$ cat config.mk
export PLATFORM = sky130hd
export DESIGN_NAME = ggh_isqrt
export DESIGN_NICKNAME = d
export VERILOG_FILES = /design/src/rtl/core/ggh_pkg.sv /design/src/rtl/core/ggh_isqrt.sv
export SDC_FILE = /design/constraint.sdc
export NUM_CORES = 1
export LEC_CHECK = 0
export BUFFER_PORTS_ARGS = -buffer_cell sky130_fd_sc_hd__buf_4
export CAP_MARGIN = 20
export CELL_PAD_IN_SITES_DETAIL_PLACEMENT = 0
export CELL_PAD_IN_SITES_GLOBAL_PLACEMENT = 1
export CORE_ASPECT_RATIO = 0.75
export CORE_MARGIN = 4
export CORE_UTILIZATION = 45
export DETAILED_ROUTE_END_ITERATION = 10
export PLACE_DENSITY = 0.81
export SETUP_SLACK_MARGIN = 0.2
export SYNTH_ARGS = -nofsm -noshare
export SYNTH_HDL_FRONTEND = slang
export SYNTH_SLANG_ARGS = --single-unit
export TNS_END_PERCENT = 20
$ cat constraint.sdc
create_clock -name clk -period 12.7 [get_ports clk]
set_clock_uncertainty 0.15 [all_clocks]
set_input_delay 1.905 -clock clk [delete_from_list [all_inputs] [get_ports clk]]
set_output_delay 1.905 -clock clk [all_outputs]
set_load 0.01 [all_outputs]
$ cat src/rtl/core/ggh_pkg.sv
// Shared types, constants and the arctangent table of the go-to-goal controller.
// No dependencies; every file of the block refers to it by scoped names.
package ggh_pkg;

  localparam int CORDIC_STEPS_DEF  = 16;
  localparam int POS_FRAC_BITS_DEF = 8;
  localparam int TABLE_LEN         = 24;
  localparam int CW                = 52;
  localparam int ZW                = 33;
  localparam int ROOT_STEPS        = 25;

  localparam logic signed [17:0] DEG180     = 18'sd11520;
  localparam logic signed [17:0] DEG90      = 18'sd5760;
  localparam logic signed [17:0] TURN_LIMIT = 18'sd23040;
  localparam logic [32:0]        SPEED_MAX  = 33'h0FFFFFFF;
  localparam logic signed [ZW-1:0] QUARTER_TURN = 33'sh040000000;

  localparam logic [2:0] REG_DEST_X   = 3'd0;
  localparam logic [2:0] REG_DEST_Y   = 3'd1;
  localparam logic [2:0] REG_STOP_RAD = 3'd2;
  localparam logic [2:0] REG_ALIGN    = 3'd3;
  localparam logic [2:0] REG_SETTLE   = 3'd4;
  localparam logic [2:0] REG_GAIN     = 3'd5;

  localparam logic [31:0] ATAN_TAB [TABLE_LEN] = '{
    32'h20000000, 32'h12E4051E, 32'h09FB385B, 32'h051111D4, 32'h028B0D43, 32'h0145D7E1,
    32'h00A2F61E, 32'h00517C55, 32'h0028BE53, 32'h00145F2F, 32'h000A2F98, 32'h000517CC,
    32'h00028BE6, 32'h000145F3, 32'h0000A2FA, 32'h0000517D, 32'h000028BE, 32'h0000145F,
    32'h00000A30, 32'h00000518, 32'h0000028C, 32'h00000146, 32'h000000A3, 32'h00000051
  };

  typedef struct packed {
    logic signed [23:0] pos_x;
    logic signed [23:0] pos_y;
    logic signed [15:0] heading;
  } in_t;

  typedef struct packed {
    logic [27:0]        forward_speed;
    logic signed [15:0] turn_command;
  } out_t;

  typedef struct packed {
    logic                   vld;
    logic signed [CW-1:0]   x;
    logic signed [CW-1:0]   y;
    logic signed [ZW-1:0]   z;
  } cord_t;

endpackage

$ cat src/rtl/core/ggh_isqrt.sv
// Integer square root, floor, one result bit per cycle.
// Depends on ggh_pkg for the step count.
module ggh_isqrt (
  input  logic        clk,
  input  logic        rst_n,
  input  logic        start,
  input  logic [49:0] n,
  output logic        done,
  output logic [24:0] root
);

  logic        busy_r, busy_nxt, done_r, done_nxt;
  logic [4:0]  pos_r, pos_nxt;
  logic [49:0] rem_r, rem_nxt, r_r, r_nxt, bitv, t;

  always_comb begin
    busy_nxt = busy_r;
    done_nxt = 1'b0;
    pos_nxt  = pos_r;
    rem_nxt  = rem_r;
    r_nxt    = r_r;
    bitv     = 50'(1) << {pos_r, 1'b0};
    t        = r_r + bitv;
    if (start) begin
      busy_nxt = 1'b1;
      pos_nxt  = 5'(ggh_pkg::ROOT_STEPS - 1);
      rem_nxt  = n;
      r_nxt    = '0;
    end else if (busy_r) begin
      if (rem_r >= t) begin
        rem_nxt = rem_r - t;
        r_nxt   = (r_r >> 1) + bitv;
      end else begin
        r_nxt = r_r >> 1;
      end
      pos_nxt = pos_r - 5'd1;
      if (pos_r == 5'd0) begin
        busy_nxt = 1'b0;
        done_nxt = 1'b1;
      end
    end
  end

  always_ff @(posedge clk) begin
    pos_r <= pos_nxt;
    rem_r <= rem_nxt;
    r_r   <= r_nxt;
    if (!rst_n) begin
      busy_r <= 1'b0;
      done_r <= 1'b0;
    end else begin
      busy_r <= busy_nxt;
      done_r <= done_nxt;
    end
  end

  assign done = done_r;
  assign root = r_r[24:0];

endmodule

==> summary.txt, run 1 <==
cts hold-fix bufs - 0
total core area - 23,360 um2
deepest clock path buffer count - 2
unrepaired setup endpoints after global routing - no
routed len/inst - 18.57 um
Critical Path RT - 12.56 ns
max incr delay on CP - 0.59 ns
final hold vios - 0
Worst-Skew Late Latency - 0.38 ns
Least-Margin Pin Slew - 0.7323 ns
IO Port Bufs - 78
layout cells sized above 1 - 10.15%
Max-slew headroom - 51.18%
vias per cell - 5.935
Post-synth top flop - dfxtp_1
status - complete, no violations
Leak - 0.004598 uW
Final ANT Viol Nets - 0
final setup vio count - 0
number of global-route vias before repair - 9,155
Startpoint Class - register
Place WS - 5.938 ns
antenna cells - 0
Buf/Inv on CP - 3
max-slew violation count - 0
Syn Nets - 1,537
Vias - 10,030
Setup Fix Bufs, Post-CTS - 0
Setup crit end kind - register
CTS Root Cell - clkbuf_16
NumNets Final - 1,545
Power Dens Cells - 192.9 nW/um2
first-pass detailed-route iteration total - 6
number of core rows - 48
post-layout min period - 6.926 ns
post-layout util - 50.21%
TritonCTS Sinks - 107
starting density of the core - 46.52%
Final Cycle Share - 54.54%
number of remaining DRC errors - 0
GR Util All Layers - 23.08%
Ports - 79
final worst slack - 5.774 ns
Seq cells post-synth - 107
Hold WS - 0.3663 ns
number of library cell types mapped by synthesis - 72
gr ovfl total - 0
min-delay worst type - register to register
number of max-cap violations - 0
post-detail-place hpwl - 24,530 um
Worst Path Max Fanout - 53
async set-reset flop share out of synthesis - 0%
Clock transition at path regs - 0.08 ns
post-route setup TNS - 0 ns
syn avg cell area - 7.899 um2
WS Path Type - register to register
largest net degree at the start of global routing - 70
Post-Synthesis Cells - 1,376
Top delay family on crit path - compound AO/OA/AOI/OAI gates
Die Wd - 187.5 um
Chip Height - 142.6 um
GP Congestion - 0.9359
cell area after synthesis - 10,870 um2
YS warnings - 0
Peak VDD IR - 99.86 uV
first-pass GRT wire length - 49,870 um
total CTS buffers - 9
die area - 26,730 um2
TritonCTS clock tree - yes
CTS H-tree depth - 3
initial antenna violation count - 0
Pwr Total - 2263 uW
DRT Wirelength - 31,360 um
DRT iter0 DRCs - 865
synthesis-to-layout area growth - 7.932%
CP Data Arrival Time - 6.78 ns
# resized after CTS - 0
Seq/Total Area, Yosys - 24.31%
number of synthesized flops with an enable pin - 50
Max Clk Rate - 0.1444 GHz
Slowest cell on crit path - buf_4
## flip-flops by register name, summed over array words and instances (netlist names)
name / flops
r_r: 50
pos_r: 5
done: 1
rem_r: 50
busy_r: 1
## power by group
part	internal [uW]	leakage, uW	switching [uW]
logic	554	0.00348	834
registers	495	0.000973	85.8
clock network	147	0.000140	148
## layer usage
layer  vias up  global-route usage (%)  share of wire [%]
li1       5051                       -                  -
met4         0                   4.633                1.6
met5         -                       0                  0
met3        31                   4.487                6.1
met1      4639                   33.90                 50
met2       304                   35.54                 43
## logic make-up after synthesis
group / synth area share (%)
compound gates: 27.56
xor+xnor: 10.07
fa+ha+maj: 12.50
buf+inv: 5.226
flops: 24.31
mux: 1.888
simple gates: 18.44
## synthesized netlist by cell type, types with 14 or more instances
| cell type | count | area [um2] |
|---|---|---|
| nand3_1 | 15 | 75.07 |
| a31oi_1 | 44 | 275.3 |
| a211oi_1 | 41 | 307.8 |
| dfxtp_1 | 57 | 1141 |
| nand4_1 | 30 | 187.7 |
| o21bai_1 | 21 | 157.7 |
| ha_1 | 107 | 1339 |
| a21oi_1 | 90 | 450.4 |
| nor2_1 | 117 | 439.2 |
| inv_1 | 32 | 120.1 |
| clkbuf_1 | 50 | 187.7 |
| nand2_1 | 162 | 608.1 |
| edfxtp_1 | 50 | 1501 |
| o21ai_1 | 18 | 90.09 |
| nor3_1 | 14 | 70.07 |
| buf_4 | 26 | 195.2 |
| o21ai_0 | 123 | 615.6 |
| and3_1 | 17 | 106.4 |
| nand2b_1 | 19 | 118.9 |
| xor2_1 | 58 | 508.0 |
| a21o_1 | 33 | 247.7 |
| mux2i_1 | 16 | 160.2 |
| nor2b_1 | 19 | 118.9 |
| xnor2_1 | 67 | 586.8 |
## worst reg2reg max path, cell delays in order, from the launching register on
cell and delay [ns]:
dfxtp_1 0.43, inv_1 0.11, ha_1 0.22, nand2b_1 0.16, nor2_1 0.10, ha_1 0.21, ha_1 0.21, a21o_1 0.21
a31o_2 0.27, a31oi_1 0.17, o21ai_0 0.17, a31oi_1 0.32, o21ai_0 0.18, a31oi_1 0.25, nor2_1 0.06, o21ai_0 0.19
xor2_1 0.13, ha_1 0.42, nand2_1 0.14, nor3_1 0.47, nand3_1 0.13, o21ai_0 0.29, a211o_2 0.15, buf_4 0.50
nand2_1 0.20, nand2_2 0.09, buf_4 0.59
## final cells by class
class                   count  area [um2]
well taps                 300       375.4
multi-input cells        1150        7662
repair buffers             84       630.6
clock inverters             6       46.29
clock buffers              10       250.2
flip-flops and latches    107        2646
inverters                  32       120.1
fillers                  2353       11630
## final timing paths
check                 from         to  slack, ns  depth (start not counted)
setup reg to reg  pos_r[0]  rem_r[14]       5.77                         26
hold / removal      r_r[0]     r_r[0]       0.37                          2
hold reg to reg     r_r[0]     r_r[0]       0.37                          2
setup / recovery  pos_r[0]  rem_r[14]       5.77                         26
## placed cells by master, fill, tap and decap left out, types with 14 or more instances in the layout
cell and instances:
a21o_1 33, nor3_1 14, nand4_1 30, edfxtp_1 50, a31oi_1 44, o21ai_0 123, nand3_1 15, o21bai_1 21
xor2_1 58, o21ai_1 18, ha_1 107, nand2b_1 19, xnor2_1 67, a21oi_1 90, buf_4 84, inv_1 32
nor2b_1 19, dfxtp_1 56, mux2i_1 16, nor2_1 117, and3_1 17, a211oi_1 41, nand2_1 161
## through the flow
| step | cell area, um2 | std cells |
|---|---|---|
| after floorplan | 10870 | 1376 |
| after global placement | 11430 | 1673 |
| after detailed placement | 11430 | 1673 |
| after CTS | 11730 | 1689 |
| after global routing | 11730 | 1689 |
| final | 11730 | 1689 |
Power figures use the tool's default switching activity.
==> inputs of run 2 (changes only) <==
Clock period 12.7 ns to 6.9 ns, I/O delays scaled along.
==> run 2 against run 1 <==
Critical path type unchanged. Global-route usage shrank 0.28 points. Critical endpoint is now r_r[5]. Sequential power grew 83%. Flip-flop and latch count is the same. Count of clock-buffer cells in the layout grew 1. Cell count grew 0.12%. Sequential share of layout area shrank 0.21 points. Via count grew 0.48%. Highest routed layer unchanged.
==> summary.txt, run 2 (synthesis gave the netlist of run 1 again) <==
status - complete, no violations
number of remaining DRC errors - 0
Pwr Total - 4249 uW
Chip Height - 142.6 um
deepest clock path buffer count - 2
gr ovfl total - 0
Critical Path RT - 7.03 ns
Worst-Skew Late Latency - 0.37 ns
number of global-route vias before repair - 9,075
Ports - 79
Peak VDD IR - 175.7 uV
initial antenna violation count - 0
Cell Int Power - 2292 uW
largest net degree at the start of global routing - 79
Place WS - 0.4809 ns
Max Clk Rate - 0.1581 GHz
Leak - 0.004654 uW
routed len/inst - 18.40 um
NumNets Final - 1,547
Die Wd - 187.5 um
first-pass GRT wire length - 49,530 um
TritonCTS Sinks - 107
Switch Pwr - 1956 uW
Worst Setup SP - pos_r[0]
Clock transition at path regs - 0.08 ns
layout cells sized above 1 - 10.78%
Max-slew headroom - 43.94%
Final ANT Viol Nets - 0
Placement Cell Area - 11,470 um2
final setup vio count - 0
Hold WS - 0.3719 ns
Startpoint Class - register
antenna cells - 0
DRT iter0 DRCs - 841
synthesis-to-layout area growth - 8.945%
total core area - 23,360 um2
Power Dens Cells - 358.8 nW/um2
registers with the most flip-flops - r_r: 50 flops, rem_r: 50 flops, pos_r: 5 flops
sw frac - 46.05%
GR Util All Layers - 22.81%
min-delay worst type - register to register
DRT Wirelength - 31,110 um
cts hold-fix bufs - 0
CTS H-tree depth - 3
vias per cell - 5.957
first-pass detailed-route iteration total - 5
post-layout min period - 6.327 ns
post-detail-place hpwl - 23,810 um
unrepaired setup endpoints after global routing - yes
CTS Root Cell - clkbuf_16
final hold vios - 0
Least-Margin Pin Slew - 0.8322 ns
TritonCTS clock tree - yes
leading cell type in the layout, fill and taps excluded - nand2_1
IO Port Bufs - 78
CP Data Arrival Time - 6.46 ns
WS Path Type - register to register
clock share of power - 14.0%
Worst Path Max Fanout - 47
Final Instance Area - 11,840 um2
Hold Startpoint - r_r[0]
combinational share of power - 61.2%
total CTS buffers - 9
number of core rows - 48
post-route setup TNS - 0 ns
Seq pwr share - 24.8%
starting density of the core - 46.52%
Setup crit end kind - register
Vias - 10,070
GP Congestion - 0.8970
Final Cycle Share - 91.69%
number of max-cap violations - 0
final worst slack - 0.5731 ns
Crit Reg-Reg Startpoint - pos_r[0]
die area - 26,730 um2
max-slew violation count - 0
most frequent cells in the layout - 161 x nand2_1, 122 x o21ai_0, 117 x nor2_1
-- run 2: changes by cell type in the layout (fill, tap and decap cells not counted), sizes merged --
cell / change
buf: +2
bufinv: +2
clkinvlp: -2
clkbuf: +1
inv: -1
-- run 2: per-layer routing --
metal,GRT usage (%),up-vias,share of wire [%]
li1,-,5072,-
met1,33.92,4708,50
met2,34.68,272,43
met3,4.487,21,6.1
met4,4.363,0,1.2
met5,0,-,0
-- run 2: cell type report --
type / instances / area, um2
fill: 2300 / 11520
multi-input combinational: 1150 / 7701
sequential: 107 / 2646
timing repair buffer: 86 / 670.6
tap: 300 / 375.4
clock buffer: 11 / 252.7
inverter: 32 / 120.1
clock inverter: 5 / 75.07
-- run 2: through the flow --
step,std cells,util [%]
2_1_floorplan,1376,-
3_3_place_gp,1674,49.08
3_5_place_dp,1674,49.08
4_1_cts,1690,50.49
5_1_grt,1691,50.69
6_report,1691,50.69
-- run 2: repair_timing --
item | in CTS | in global routing
buffers inserted | 0 | 1
setup endpoints to repair | 0 | 99
resized for setup | 0 | 8
-- run 2: worst paths after layout --
| path | cells after the start | to | slack [ns] |
|---|---|---|---|
| setup / recovery | 26 | r_r[5] | 0.57 |
| hold / removal | 2 | r_r[0] | 0.37 |
| setup reg to reg | 26 | r_r[5] | 0.57 |
| hold reg to reg | 2 | r_r[0] | 0.37 |
-- run 2: power by group through the flow --
| stage | Sequential [uW] | Clock, uW | Combinational (uW) |
|---|---|---|---|
| 2_1_floorplan | 1000 | 0 | 2010 |
| 3_3_place_gp | 1060 | 0 | 2520 |
| 3_5_place_dp | 1070 | 0 | 2530 |
| 4_1_cts | 1060 | 613 | 2550 |
| 5_1_grt | 1080 | 637 | 2890 |
| 6_report | 1060 | 594 | 2600 |
-- run 2: critical path, cell delays in order (launching register included) --
cell	delay, ns
dfxtp_1	0.42
inv_1	0.11
ha_1	0.22
nand2b_1	0.17
nor2_1	0.11
ha_1	0.21
ha_1	0.21
a21o_1	0.21
a31o_2	0.27
a31oi_1	0.25
o21ai_0	0.22
a31oi_1	0.31
o21ai_0	0.18
a31oi_1	0.25
nor2_1	0.05
o21ai_0	0.18
xor2_1	0.12
ha_1	0.43
nand4_1	0.18
nor4b_1	0.47
nand4_1	0.24
nand3_2	0.17
a211o_2	0.26
buf_12	0.28
o21ai_0	0.15
xor2_1	0.16
a211oi_1	0.22
